===== src/ppd_pkg.sv =====
`timescale 1ns / 1ps
// ----------------------------------------------------------------------------
// ppd_pkg
// Shared types and constants of the perceptual plane downscaler.
// ----------------------------------------------------------------------------
package ppd_pkg;

    localparam int MAX_IN_DIM     = 256;
    localparam int MAX_OUT_PIXELS = 16384;
    localparam int ADDR_W         = $clog2(MAX_OUT_PIXELS);
    localparam int SUM_W          = 30;
    localparam int SQ_W           = 46;
    localparam int RAM_W          = SUM_W + SQ_W;
    localparam int DIV_STEPS      = 52;
    localparam int SQRT_STEPS     = 26;

    localparam logic [12:0] EPS_Q32   = 13'd4295;
    localparam logic [25:0] R_DEFAULT = 26'h0020000;
    localparam logic [25:0] R_MAX     = 26'h3FFFFFF;

    localparam logic [1:0] CFG_IN_WIDTH   = 2'd0;
    localparam logic [1:0] CFG_IN_HEIGHT  = 2'd1;
    localparam logic [1:0] CFG_SCALE_LOG2 = 2'd2;

    localparam logic FUNC_LOAD  = 1'b0;
    localparam logic FUNC_FETCH = 1'b1;

    typedef struct packed {
        logic        func;
        logic [15:0] sample;
    } ppd_in_t;

    typedef struct packed {
        logic signed [23:0] pixel_value;
        logic               last;
    } ppd_out_t;

    typedef enum logic [3:0] {
        ST_IDLE, ST_LD_RD, ST_LD_WR, ST_FE_CRD, ST_FE_CACC, ST_FE_RD, ST_FE_ACC,
        ST_FE_MUL, ST_FE_CHK, ST_FE_DIV, ST_FE_SQRT, ST_FE_PROD, ST_FE_SUM, ST_FE_OUT
    } ppd_state_t;

    typedef enum logic [3:0] {
        OP_NOP, OP_LOAD, OP_LD_RD, OP_LD_WR, OP_CRD, OP_CACC, OP_RD, OP_ACC,
        OP_MUL, OP_CHK, OP_DIV, OP_SQRT, OP_PROD, OP_SUM, OP_OUT
    } ppd_op_t;

    typedef struct packed {
        ppd_op_t     op;
        logic [1:0]  patch;
        logic [1:0]  blk;
        logic [5:0]  step;
    } ppd_cmd_t;

    typedef struct packed {
        logic empty;
        logic need_div;
        logic out_free;
    } ppd_sts_t;

endpackage


===== src/ppd_ctrl.sv =====
`timescale 1ns / 1ps
// ----------------------------------------------------------------------------
// ppd_ctrl
// Sequencer for load and fetch transactions; drives datapath commands.
// ----------------------------------------------------------------------------
module ppd_ctrl (
    input  logic              aclk,
    input  logic              aresetn,
    input  logic              s_valid,
    input  logic              s_func,
    output logic              s_ready,
    input  ppd_pkg::ppd_sts_t sts,
    output ppd_pkg::ppd_cmd_t cmd
);

    ppd_pkg::ppd_state_t state_reg, state_next;
    logic [1:0] patch_reg, patch_next;
    logic [1:0] blk_reg, blk_next;
    logic [5:0] step_reg, step_next;

    always_ff @(posedge aclk) begin
        if (!aresetn) begin
            state_reg <= ppd_pkg::ST_IDLE;
            patch_reg <= '0;
            blk_reg   <= '0;
            step_reg  <= '0;
        end else begin
            state_reg <= state_next;
            patch_reg <= patch_next;
            blk_reg   <= blk_next;
            step_reg  <= step_next;
        end
    end

    always_comb begin
        state_next = state_reg;
        patch_next = patch_reg;
        blk_next   = blk_reg;
        step_next  = step_reg;
        s_ready    = 1'b0;
        cmd.op     = ppd_pkg::OP_NOP;
        cmd.patch  = patch_reg;
        cmd.blk    = blk_reg;
        cmd.step   = step_reg;
        case (state_reg)
            ppd_pkg::ST_IDLE: begin
                s_ready = 1'b1;
                if (s_valid) begin
                    if (s_func == ppd_pkg::FUNC_LOAD) begin
                        cmd.op     = ppd_pkg::OP_LOAD;
                        state_next = ppd_pkg::ST_LD_RD;
                    end else if (!sts.empty) begin
                        state_next = ppd_pkg::ST_FE_CRD;
                    end
                end
            end
            ppd_pkg::ST_LD_RD: begin
                cmd.op     = ppd_pkg::OP_LD_RD;
                state_next = ppd_pkg::ST_LD_WR;
            end
            ppd_pkg::ST_LD_WR: begin
                cmd.op     = ppd_pkg::OP_LD_WR;
                state_next = ppd_pkg::ST_IDLE;
            end
            ppd_pkg::ST_FE_CRD: begin
                cmd.op     = ppd_pkg::OP_CRD;
                state_next = ppd_pkg::ST_FE_CACC;
            end
            ppd_pkg::ST_FE_CACC: begin
                cmd.op     = ppd_pkg::OP_CACC;
                patch_next = '0;
                blk_next   = '0;
                state_next = ppd_pkg::ST_FE_RD;
            end
            ppd_pkg::ST_FE_RD: begin
                cmd.op     = ppd_pkg::OP_RD;
                state_next = ppd_pkg::ST_FE_ACC;
            end
            ppd_pkg::ST_FE_ACC: begin
                cmd.op = ppd_pkg::OP_ACC;
                if (blk_reg == 2'd3) begin
                    state_next = ppd_pkg::ST_FE_MUL;
                end else begin
                    blk_next   = blk_reg + 2'd1;
                    state_next = ppd_pkg::ST_FE_RD;
                end
            end
            ppd_pkg::ST_FE_MUL: begin
                cmd.op     = ppd_pkg::OP_MUL;
                state_next = ppd_pkg::ST_FE_CHK;
            end
            ppd_pkg::ST_FE_CHK: begin
                cmd.op     = ppd_pkg::OP_CHK;
                step_next  = '0;
                state_next = ppd_pkg::ST_FE_DIV;
            end
            ppd_pkg::ST_FE_DIV: begin
                if (!sts.need_div) begin
                    state_next = ppd_pkg::ST_FE_PROD;
                end else begin
                    cmd.op = ppd_pkg::OP_DIV;
                    if (step_reg == 6'(ppd_pkg::DIV_STEPS - 1)) begin
                        step_next  = '0;
                        state_next = ppd_pkg::ST_FE_SQRT;
                    end else begin
                        step_next = step_reg + 6'd1;
                    end
                end
            end
            ppd_pkg::ST_FE_SQRT: begin
                cmd.op = ppd_pkg::OP_SQRT;
                if (step_reg == 6'(ppd_pkg::SQRT_STEPS - 1)) begin
                    state_next = ppd_pkg::ST_FE_PROD;
                end else begin
                    step_next = step_reg + 6'd1;
                end
            end
            ppd_pkg::ST_FE_PROD: begin
                cmd.op     = ppd_pkg::OP_PROD;
                state_next = ppd_pkg::ST_FE_SUM;
            end
            ppd_pkg::ST_FE_SUM: begin
                cmd.op   = ppd_pkg::OP_SUM;
                blk_next = '0;
                if (patch_reg == 2'd3) begin
                    state_next = ppd_pkg::ST_FE_OUT;
                end else begin
                    patch_next = patch_reg + 2'd1;
                    state_next = ppd_pkg::ST_FE_RD;
                end
            end
            ppd_pkg::ST_FE_OUT: begin
                if (sts.out_free) begin
                    cmd.op     = ppd_pkg::OP_OUT;
                    state_next = ppd_pkg::ST_IDLE;
                end
            end
            default: begin
                state_next = ppd_pkg::ST_IDLE;
            end
        endcase
    end

endmodule


===== config.mk =====
export PLATFORM = sky130hd
export DESIGN_NAME = ppd_ctrl
export DESIGN_NICKNAME = d
export VERILOG_FILES = /design/src/ppd_pkg.sv /design/src/ppd_ctrl.sv
export SDC_FILE = /design/constraint.sdc
export NUM_CORES = 1
export LEC_CHECK = 0
export CAP_MARGIN = 20
export CELL_PAD_IN_SITES_DETAIL_PLACEMENT = 1
export CELL_PAD_IN_SITES_GLOBAL_PLACEMENT = 1
export CORE_MARGIN = 2
export CORE_UTILIZATION = 40
export CTS_CLUSTER_DIAMETER = 120
export DETAILED_ROUTE_END_ITERATION = 12
export DONT_BUFFER_PORTS = 1
export PLACE_DENSITY_LB_ADDON = 0.2
export SETUP_SLACK_MARGIN = 0.3
export SYNTH_ARGS = -nofsm -noshare
export SYNTH_HDL_FRONTEND = slang
export SYNTH_SLANG_ARGS = --single-unit

===== constraint.sdc =====
create_clock -name aclk -period 1.5 [get_ports aclk]
set_input_delay 0.375 -clock aclk [delete_from_list [all_inputs] [get_ports aclk]]
set_output_delay 0.375 -clock aclk [all_outputs]
set_load 0.02 [all_outputs]

==> results.sh <==
export IMPL_cts_clk_slew_worst_paths_ns=0.09
export IMPL_combPwrFrac=0.685
export IMPL_crit_type="register to register"
export IMPL_viasPerCell=6.54
export IMPL_r2r_slack_ns=-0.28
export IMPL_detail_route_antenna_nets=0
export IMPL_p_per_area_nw_per_um2=1310
export IMPL_routed_wl_mm=5.96
export IMPL_netlist_area_um2=1040
export IMPL_die_area_um2=3040
export IMPL_io_pins=22
export IMPL_clk_latency_ns=0.30
export IMPL_setup_slack_ns=-0.283
export IMPL_grt_pass1_vias=1412
export IMPL_worstMarginPinSlew_ns=0.534
export IMPL_vias=1386
export IMPL_synth_edf_count=0
export IMPL_area_growth_synth_to_final_pct=78.1
export IMPL_final_setup_viol_count=19
export IMPL_synth_area_top_cells="dfxtp_1 27%, clkbuf_8 6.6%, nor2_1 5.0%"
export IMPL_fmax_ghz=0.561
export IMPL_die_w_um=55.1
export IMPL_violations="negative setup slack"
export IMPL_slew_headroom=0.639
export IMPL_fin_util=0.751
export IMPL_clkSinkCount=14
export IMPL_grt_max_degree=13
export IMPL_gp_congestion=0.796
export IMPL_ys_types=46
export IMPL_cts_buffers=3
export IMPL_final_common_cell="buf_4"
export IMPL_arrival_ns=1.95
export IMPL_core_area_um2=2480
export IMPL_grt_util_all_layers=0.401
export IMPL_remaining_drc_errors=0
export IMPL_largest_register_ffs=6
export IMPL_r2r_start="step_reg[1]"
export IMPL_cts_tree="built"
export IMPL_yosysWarnings=0
export IMPL_hpwlAfterDp_mm=2.42
export IMPL_overflow=0
export IMPL_p_int_mw=1.34
export IMPL_portBuffers=0
export IMPL_initial_core_util=0.422
export IMPL_min_delay_path_class="primary input to register"
export IMPL_dr_first_iter_drc_count=43
export IMPL_seq_area_frac_synth=0.268
export IMPL_hold_path_depth=1
export IMPL_ys_flop_type="dfxtp_1"
export IMPL_cp_start_kind="register"
export IMPL_hold_violations=0
export IMPL_p_seq_frac=0.193
export IMPL_num_rows=18
export IMPL_root_buffer="clkbuf_4"
export IMPL_status="complete, but fails checks"
export IMPL_ff2ff_path_depth=7
export IMPL_holdPathEnd="patch_reg[0]"
export IMPL_p_leak_nw=0.733
export IMPL_fin_nets=194
export IMPL_busiest_layer="met2"
export IMPL_grt_util_met3=0.118
export IMPL_yosysTopAreaCell="dfxtp_1"
export IMPL_synth_nets=137
export IMPL_h_tree_depth=1
export IMPL_groute_layer_met2_usage=0.671
export IMPL_stdcell_count=212
export IMPL_required_ns=1.66
export IMPL_syn_inst=126
export IMPL_worstPathMaxFanout=4
export IMPL_slew_violations=0
export IMPL_switching_power_mw=1.09
export IMPL_die_y_um=55.1
export IMPL_finalCriticalPeriod_ns=1.78
export IMPL_firstDrtPassIters=4
export IMPL_antennaDiodeCount=0
export IMPL_post_drt_wl_per_cell_um=28.1
export IMPL_grt_use_met1=0.436
export IMPL_synth_avg_cell_area_um2=8.29
export IMPL_placed_cells=178
export IMPL_endpoint_kind="register"
export IMPL_fin_setup_tns_ns=-3.11
export IMPL_p_sw_frac=0.450
export IMPL_grt_pass1_wl_mm=8.05
export IMPL_clock_path_buffers=2
export IMPL_maxCapViolCount=0
export IMPL_final_cell_mix="39 x buf_4, 17 x buf_6, 11 x nor2_1"
export IMPL_fin_crit_sh=1.19
export IMPL_grt_setup_unrepaired="true"
export IMPL_skew_ns=0.00461
export IMPL_p_clk_frac=0.122
export IMPL_ir_drop_uv=1130
export IMPL_yosysTopAreaCellShare=0.268
export IMPL_final_layout_size_suffix_gt1_frac=0.654
export IMPL_antenna_found_initial=0
export IMPL_rr_endpoint="state_reg[1]"
export IMPL_ys_ff_latch=14
export IMPL_async_reset_ff_frac=0
export IMPL_hold_path_startpoint="aresetn"
==> cell families (layout without fill, tap and decap cells) <==
| logic type | after synthesis | after routing | share of synthesized area |
|---|---|---|---|
| AO/OA/AOI/OAI | 35 | 35 | 0.255 |
| XOR/XNOR | 6 | 6 | 0.0503 |
| adder cells (fa/ha/maj) | 4 | 4 | 0.0479 |
| buffers and inverters | 15 | 71 | 0.105 |
| flip-flops | 14 | 14 | 0.268 |
| multiplexers | 2 | 2 | 0.0192 |
| AND/OR/NAND/NOR | 50 | 50 | 0.254 |
==> timing repair <==
action | CTS | global route
pin swaps | 23 | 9
gates resized for setup | 60 | 12
buffers inserted | 27 | 3
hold buffers | 0 | 0
endpoints found under the setup margin | 23 | 27
==> cell usage after synthesis (2+ instances only) <==
master    count
o31ai_1       2
ha_1          4
xor2_1        4
nor3_1        2
nand3_1       6
nor4_1        2
clkbuf_8      5
a21oi_1       7
xnor2_1       2
o21ai_2       3
dfxtp_1      14
nand2_1      10
o21ai_0       7
buf_2         2
nor2_1       14
mux2i_1       2
inv_1         7
nor2b_1       3
nand4_1       3
==> metrics by stage <==
step	hold WS, ns	cell area (µm²)	setup slack [ns]	total power, mW
2_1_floorplan	0.516	1150	-0.0628	1.14
3_3_place_gp	0.498	1310	-0.0672	1.34
3_5_place_dp	0.515	1310	-0.151	1.38
4_1_cts	0.203	1790	-0.246	2.17
5_1_grt	0.200	1860	-0.338	2.48
6_report	0.214	1860	-0.283	2.43
==> routing by layer <==
metal / share of wire / wire length (µm) / vias to the layer above
li1: - / - / 570
met1: 0.40 / 2410 / 687
met2: 0.47 / 2810 / 89
met3: 0.066 / 395 / 40
met4: 0.057 / 340 / 0
met5: 0 / 0 / -
==> final cells by class <==
type	instances	area [µm²]
sequential	14	313
timing repair buffer	60	549
clock buffer	4	36.3
fill	241	617
inverter	7	28.8
tap	30	37.5
multi-input combinational	97	896
==> power by group through the flow <==
stage	clock, mW	sequential, mW	combinational, mW
2_1_floorplan	0	0.427	0.713
3_3_place_gp	0	0.444	0.899
3_5_place_dp	0	0.447	0.932
4_1_cts	0.294	0.454	1.42
5_1_grt	0.306	0.468	1.71
6_report	0.296	0.468	1.67
==> critical path, stage by stage, from the launching register on <==
cell and delay (ns):
dfxtp_4 0.38, inv_4 0.04, ha_4 0.14, and3b_2 0.22, a2111oi_4 0.36, a221o_2 0.28
a31o_4 0.15, o21ai_2 0.07
==> worst max path at each step <==
| stage | startpoint | to | slack, ns |
|---|---|---|---|
| after floorplan | step_reg[0] | state_reg[2] | -0.06 |
| after global placement | step_reg[1] | state_reg[2] | -0.07 |
| after detailed placement | step_reg[1] | state_reg[1] | -0.15 |
| after CTS | state_reg[3] | cmd[10] | -0.25 |
| after global routing | state_reg[0] | state_reg[2] | -0.34 |
| final | step_reg[1] | state_reg[1] | -0.28 |
(Power assumes the default switching activity.)
